### src/sv/pba_pkg.sv
// Shared types and constants for the primitive bounds accumulator.
// No dependencies; every other file imports this package.
package pba_pkg;

  localparam int unsigned NUM_AXES   = 3;
  localparam int unsigned SPAN_W     = 16;
  localparam int unsigned AREA_W     = 52;
  // products carry 32 fraction bits; doubling and dropping 16 of them is >> 15
  localparam int unsigned AREA_SHIFT = 15;
  localparam int unsigned MIN_RADIUS = 655;  // 0.01 in Q16.16

  localparam int unsigned CFG_IDX_W  = 4;
  localparam int unsigned CFG_DATA_W = 16;

  localparam logic [CFG_IDX_W-1:0] REG_BOUNDS_MODE = 4'd0;
  localparam logic [CFG_IDX_W-1:0] REG_MIN_SPAN    = 4'd1;

  localparam logic [SPAN_W-1:0] MIN_SPAN_RESET = 16'd66;

  // Per-cycle control shared by the three axis lanes. Fields with a stage suffix are named
  // after the pipeline register stage they are read from.
  typedef struct packed {
    logic              en;
    logic              mode;
    logic              func_s1;
    logic              func_s4;
    logic              upd_s5;
    logic              last_s5;
    logic [SPAN_W-1:0] min_span;
  } pba_lane_ctl_t;

endpackage

### src/sv/pba_lane.sv
// One axis lane: primitive extent or centroid, running min/max union, final widening.
// Depends on pba_pkg.
module pba_lane import pba_pkg::*; #(
  parameter int unsigned COORD_WIDTH = 32
) (
  input  logic                          clk_i,
  input  logic                          rst_ni,
  input  pba_lane_ctl_t                 ctl_i,
  input  logic signed [COORD_WIDTH-1:0] a_i,
  input  logic signed [COORD_WIDTH-1:0] b_i,
  input  logic signed [COORD_WIDTH-1:0] c_i,
  input  logic [COORD_WIDTH-2:0]        rad_i,  // clamped radius, stage 1 aligned
  output logic signed [COORD_WIDTH-1:0] box_min_o,
  output logic signed [COORD_WIDTH-1:0] box_max_o
);

  localparam int unsigned W  = COORD_WIDTH;
  localparam int unsigned SW = W + 2;       // sum of three coordinates
  localparam int unsigned MW = W + 1;       // |sum| + 1
  localparam int unsigned ML = MW / 2;
  localparam int unsigned MH = MW - ML;
  localparam logic [MW:0]   TWO_MW = {1'b1, {MW{1'b0}}};
  localparam logic [MW-1:0] RECIP  = MW'(TWO_MW / 3);
  localparam logic signed [W-1:0] CMAX = {1'b0, {(W-1){1'b1}}};
  localparam logic signed [W-1:0] CMIN = {1'b1, {(W-1){1'b0}}};

  function automatic logic signed [W-1:0] sat_w(input logic [W:0] x);
    logic signed [W-1:0] r;
    if (x[W] != x[W-1]) begin
      r = x[W] ? CMIN : CMAX;
    end else begin
      r = x[W-1:0];
    end
    return r;
  endfunction

  logic [W:0] span_x;
  assign span_x = {{(W+1-SPAN_W){1'b0}}, ctl_i.min_span};

  // stage 1: vertex extent and coordinate sum
  logic signed [W-1:0] lo1_d, hi1_d;
  logic [SW-1:0]       sum1_d;
  logic signed [W-1:0] a1_q, lo1_q, hi1_q;
  logic [SW-1:0]       sum1_q;

  always_comb begin
    lo1_d = a_i;
    hi1_d = a_i;
    if (b_i < lo1_d) lo1_d = b_i;
    if (c_i < lo1_d) lo1_d = c_i;
    if (b_i > hi1_d) hi1_d = b_i;
    if (c_i > hi1_d) hi1_d = c_i;
    sum1_d = {{2{a_i[W-1]}}, a_i} + {{2{b_i[W-1]}}, b_i} + {{2{c_i[W-1]}}, c_i};
  end

  always_ff @(posedge clk_i) begin
    if (ctl_i.en) begin
      a1_q   <= a_i;
      lo1_q  <= lo1_d;
      hi1_q  <= hi1_d;
      sum1_q <= sum1_d;
    end
  end

  // stage 2: primitive box (sphere or flat-widened triangle), centroid magnitude
  logic [SW-1:0]       abs2;
  logic [MW-1:0]       m2_d;
  logic signed [W-1:0] bmin2_d, bmax2_d;
  logic [W:0]          a_ext, r_ext;
  logic                neg2_q;
  logic [MW-1:0]       m2_q;
  logic signed [W-1:0] a2_q, bmin2_q, bmax2_q;

  always_comb begin
    abs2  = sum1_q[SW-1] ? (~sum1_q + 1'b1) : sum1_q;
    m2_d  = abs2[MW-1:0] + {{(MW-1){1'b0}}, 1'b1};
    a_ext = {a1_q[W-1], a1_q};
    r_ext = {2'b00, rad_i};
    if (ctl_i.func_s1) begin
      bmin2_d = sat_w(a_ext - r_ext);
      bmax2_d = sat_w(a_ext + r_ext);
    end else if (lo1_q == hi1_q) begin
      bmin2_d = sat_w({lo1_q[W-1], lo1_q} - span_x);
      bmax2_d = sat_w({hi1_q[W-1], hi1_q} + span_x);
    end else begin
      bmin2_d = lo1_q;
      bmax2_d = hi1_q;
    end
  end

  always_ff @(posedge clk_i) begin
    if (ctl_i.en) begin
      neg2_q  <= sum1_q[SW-1];
      m2_q    <= m2_d;
      a2_q    <= a1_q;
      bmin2_q <= bmin2_d;
      bmax2_q <= bmax2_d;
    end
  end

  // stage 3: divide by three via reciprocal, two partial products
  logic [ML+MW-1:0]    pplo3_q;
  logic [MH+MW-1:0]    pphi3_q;
  logic                neg3_q;
  logic [MW-1:0]       m3_q;
  logic signed [W-1:0] a3_q, bmin3_q, bmax3_q;

  always_ff @(posedge clk_i) begin
    if (ctl_i.en) begin
      pplo3_q <= {{MW{1'b0}}, m2_q[ML-1:0]} * {{ML{1'b0}}, RECIP};
      pphi3_q <= {{MW{1'b0}}, m2_q[MW-1:ML]} * {{MH{1'b0}}, RECIP};
      neg3_q  <= neg2_q;
      m3_q    <= m2_q;
      a3_q    <= a2_q;
      bmin3_q <= bmin2_q;
      bmax3_q <= bmax2_q;
    end
  end

  // stage 4: merge partial products, quotient estimate (exact or one low)
  logic [2*MW-1:0]     prod4;
  logic [MW-1:0]       q0_4_q, m4_q;
  logic                neg4_q;
  logic signed [W-1:0] a4_q, bmin4_q, bmax4_q;

  assign prod4 = {pphi3_q, {ML{1'b0}}} + {{MH{1'b0}}, pplo3_q};

  always_ff @(posedge clk_i) begin
    if (ctl_i.en) begin
      q0_4_q  <= prod4[2*MW-1:MW];
      m4_q    <= m3_q;
      neg4_q  <= neg3_q;
      a4_q    <= a3_q;
      bmin4_q <= bmin3_q;
      bmax4_q <= bmax3_q;
    end
  end

  // stage 5: quotient correction, sign, choose box or point
  logic [MW-1:0]       rem5, q5, nq5;
  logic signed [W-1:0] cent5, pt5, pmin5_d, pmax5_d;
  logic signed [W-1:0] pmin5_q, pmax5_q;

  always_comb begin
    rem5  = m4_q - {q0_4_q[MW-2:0], 1'b0} - q0_4_q;
    q5    = q0_4_q + {{(MW-1){1'b0}}, (rem5 >= MW'(3))};
    nq5   = ~q5 + 1'b1;
    cent5 = neg4_q ? nq5[W-1:0] : q5[W-1:0];
    pt5   = ctl_i.func_s4 ? a4_q : cent5;
    if (ctl_i.mode) begin
      pmin5_d = pt5;
      pmax5_d = pt5;
    end else begin
      pmin5_d = bmin4_q;
      pmax5_d = bmax4_q;
    end
  end

  always_ff @(posedge clk_i) begin
    if (ctl_i.en) begin
      pmin5_q <= pmin5_d;
      pmax5_q <= pmax5_d;
    end
  end

  // stage 6: running union; a last item hands the box on and clears it
  logic signed [W-1:0] run_min_q, run_max_q, umin6, umax6;
  logic signed [W-1:0] fin_min_q, fin_max_q;

  assign umin6 = (pmin5_q < run_min_q) ? pmin5_q : run_min_q;
  assign umax6 = (pmax5_q > run_max_q) ? pmax5_q : run_max_q;

  always_ff @(posedge clk_i or negedge rst_ni) begin
    if (!rst_ni) begin
      run_min_q <= CMAX;
      run_max_q <= CMIN;
    end else if (ctl_i.en && ctl_i.upd_s5) begin
      if (ctl_i.last_s5) begin
        run_min_q <= CMAX;
        run_max_q <= CMIN;
      end else begin
        run_min_q <= umin6;
        run_max_q <= umax6;
      end
    end
  end

  always_ff @(posedge clk_i) begin
    if (ctl_i.en && ctl_i.upd_s5 && ctl_i.last_s5) begin
      fin_min_q <= umin6;
      fin_max_q <= umax6;
    end
  end

  // stage 7: widen a flat axis of the final box
  logic signed [W-1:0] box_min_q, box_max_q;

  always_ff @(posedge clk_i) begin
    if (ctl_i.en) begin
      if (fin_min_q == fin_max_q) begin
        box_min_q <= sat_w({fin_min_q[W-1], fin_min_q} - span_x);
        box_max_q <= sat_w({fin_max_q[W-1], fin_max_q} + span_x);
      end else begin
        box_min_q <= fin_min_q;
        box_max_q <= fin_max_q;
      end
    end
  end

  assign box_min_o = box_min_q;
  assign box_max_o = box_max_q;

endmodule

### config.mk
export PLATFORM = sky130hd
export DESIGN_NAME = pba_lane
export DESIGN_NICKNAME = d
export VERILOG_FILES = /design/src/sv/pba_pkg.sv /design/src/sv/pba_lane.sv
export SDC_FILE = /design/constraint.sdc
export NUM_CORES = 2
export LEC_CHECK = 0
export BUFFER_PORTS_ARGS = -buffer_cell sky130_fd_sc_hd__buf_2
export CORE_ASPECT_RATIO = 0.8
export CORE_MARGIN = 5
export CORE_UTILIZATION = 33
export CTS_CLUSTER_SIZE = 10
export DETAILED_ROUTE_END_ITERATION = 12
export MAX_ROUTING_LAYER = met4
export PLACE_DENSITY = 0.57
export SETUP_SLACK_MARGIN = 0.3
export SKIP_CTS_REPAIR_TIMING = 1
export SKIP_LAST_GASP = 1
export SYNTH_ARGS = -nofsm -noshare
export SYNTH_HDL_FRONTEND = slang
export SYNTH_SLANG_ARGS = --single-unit
### constraint.sdc
create_clock -name clk_i -period 6.7 [get_ports clk_i]
set_input_delay 0.335 -clock clk_i [delete_from_list [all_inputs] [get_ports clk_i]]
set_output_delay 0.335 -clock clk_i [all_outputs]
set_load 0.05 [all_outputs]
==> reports/metrics.yaml <==
run_status:
  status: "finished with violations"
  violations: "setup timing"
cts:
  htreeDepth: 3
  clkSlewWorstSetupHoldPaths_ns: 0.06
  cts_sinks: 886
  tritoncts.num_buffers: 105
  clk_latency_ns: 0.74
  cts_tree: "built"
  max-clock-path-buffers: 3
  ctsRootBufferMaster: "clkbuf_16"
routing:
  wirelength_mm: 207
  dr.pass1.iters: 6
  first_iter_violations: 4924
  drcViolationCount: 0
  viasPerCell: 5.38
  via_count: 47268
  drt.antenna.violating_nets: 0
  detail_route.wl_per_cell_um: 23.6
die:
  core_mm2: 0.187
  start_util_pct: 33.2
  chipHeight_um: 398
  pin_count: 215
  dieArea_mm2: 0.197
  std_cell_rows: 142
  die_w_um: 495
logic_synthesis:
  synth_compound_area_share_pct: 15.5
  yosysTopAreaCell: "edfxtp_1"
  async_flop_share_pct: 7.22
  synth_top_family_by_area: "adder cells"
  synthXorXnorAreaFrac_pct: 5.59
  yosysSeqAreaShare_pct: 42.4
  avgSynthCellArea_um2: 10.9
  synth_cell_types: 102
  synth.net_count: 6666
  synth-seq-cells: 886
  synth-edff-count: 822
  synth_simple_gate_area_share_pct: 10.7
  ys.flop_type: "edfxtp_1"
  netlist_instances: 5691
  synthAdderAreaFrac_pct: 19.1
  netlist.area_leader.share_pct: 39.8
  synthesis.area_mm2: 0.0620
  synthMuxAreaShare_pct: 2.44
  synth.area.top_cells: "edfxtp_1 (40%), ha_1 (12%), fa_1 (6.6%)"
  yosysWarnings: 0
layout:
  fin_cells: 8787
  area_growth_pct: 16.3
  final_design_area_no_fill_mm2: 0.0721
  final_nets: 7157
  layout-drive-gt1-share_pct: 14.4
timing:
  finalSetupViolCount: 23
  fin_ws_ns: -0.281
  finClkSkew_ns: 0.0687
  fin_crit_ns: 6.98
  hold_viol_final: 0
  fmax_mhz: 143
  rsz0062_at_grt: "yes"
  slew_viol_final: 0
  tightest_slew_ns: 1.33
  period_share_pct: 104
  maxSlewHeadroom_pct: 10.2
place:
  dp.cells: 8545
  routabilityCongestion: 0.987
  io_buffers: 214
  postPlaceCellArea_mm2: 0.0679
  dp_slack_ns: -0.499
  dp_hpwl_mm: 169
critical_path:
  setup.worst_path.end: "pmax5_q[22]"
  critical_path_arrival_ns: 7.51
  required_ns: 7.23
  rr_worst_depth: 24
  critPathKind: "flop to flop"
  rr_endpoint: "pmax5_q[22]"
  crit_path_start: "q0_4_q[4]"
  r2r_slack_ns: -0.28
  critPathLaunchType: "flop"
  r2r-start: "q0_4_q[4]"
  critPathCaptureType: "flop"
  crit_fanout: 4
global_route:
  grt_max_degree: 176
  grt_pass1_wl_mm: 302
  track_usage_pct: 21.1
  grt_pass1_vias: 44904
  grt_overflow_total: 0
  antenna_found_initial: 63
hold_path:
  min_path_type: "input port to flop"
flow_run:
  cap_viol_max_count: 0
==> final cells by class <==
type | count | area [um2]
inverter | 503 | 1890
timing repair buffer | 560 | 3830
antenna | 25 | 62.6
sequential | 886 | 26300
tap | 2520 | 3150
clock inverter | 21 | 324
fill | 18278 | 115000
clock buffer | 146 | 2800
multi-input combinational | 4126 | 33800
==> state kept, by name, summed over array words and instances, names as in the netlist, 33 cells and up <==
signal,flops
m4_q,33
m2_q,33
pphi3_q,46
m3_q,33
q0_4_q,33
sum1_q,34
==> worst max-delay path, cell delays in order, from the launching register on <==
cell       delay [ns]
edfxtp_1         0.37
inv_2            0.07
fa_1             0.58
ha_4             0.23
buf_4            0.15
a22o_1           0.23
or4_1            0.50
or4_4            0.45
a2111oi_4        0.28
nand4_1          0.15
a2111oi_2        0.23
nand3_1          0.12
or4_4            0.58
ha_4             0.20
ha_4             0.16
and3b_1          0.19
or4_4            0.47
nor4_4           0.18
nand4b_1         0.23
nor4_4           0.42
buf_4            0.18
nand4b_1         0.11
and3_1           0.20
or3_4            0.32
a31oi_1          0.18
==> metrics by stage <==
stage | setup TNS [ns] | hold slack, ns | util, %
6_report | -3.32 | 0.0192 | 38.6
5_1_grt | -13.81 | 0.00139 | 38.6
2_1_floorplan | 0 | 0.0394 | -
3_3_place_gp | -8.04 | 0.403 | 36.3
3_5_place_dp | -11.63 | 0.405 | 36.3
4_1_cts | -14.82 | -0.205 | 38.0
==> cells in the final DEF, fill, tap and decap left out, drive strengths merged, types with 42 or more instances in the layout <==
cell type,n
ha,619
mux2,42
xor2,140
o21ai,275
fa,205
nor2,324
nand3,102
edfxtp,822
a31oi,55
a21oi,355
a21o,143
nand4,86
mux2i,104
nor3,84
o211ai,69
buf,532
nor2b,63
xnor2,256
o21a,118
nand2,319
clkbuf,146
and3,54
inv,503
nor4,43
nand2b,79
==> kinds of logic (layout without fill, tap and decap cells) <==
family | Yosys count | after routing
AOI/OAI and AO/OA | 1442 | 1442
buffers and inverters | 679 | 1230
other | 0 | 25
muxes | 146 | 146
adders and majority gates | 824 | 824
xor gates and xnor gates | 396 | 396
and+or+nand+nor | 1318 | 1318
DFF | 886 | 886
==> Yosys cell counts (all sizes together), types with 140 or more instances <==
cell type,n
edfxtp,822
fa,205
inv,500
a21o,143
clkbuf,153
o21ai,275
nor2,324
ha,619
xor2,140
nand2,319
a21oi,355
xnor2,256
==> metal layers <==
metal / vias to the layer above / wire length (um) / track usage, %
met5: - / 0 / -
met4: 0 / 5180 / 5.05
met3: 278 / 15700 / 3.48
met2: 1791 / 84600 / 28.9
met1: 23207 / 102000 / 32.3
li1: 21992 / - / -
==> how the worst min path moves through the flow <==
stage | startpoint | endpoint | slack (ns) | cells after the start
5_1_grt | c_i[0] | hi1_q[0] | 0.001 | 2
3_3_place_gp | bmax3_q[14] | bmax4_q[14] | 0.40 | 0
6_report | c_i[0] | hi1_q[0] | 0.02 | 2
4_1_cts | rst_ni | run_max_q[20] | -0.21 | 2
2_1_floorplan | rst_ni | run_max_q[0] | 0.04 | 0
3_5_place_dp | a2_q[14] | a3_q[14] | 0.40 | 0
Power is not shown: default switching activity piles up to over one toggle a cycle in this logic, so the estimate is an artifact.
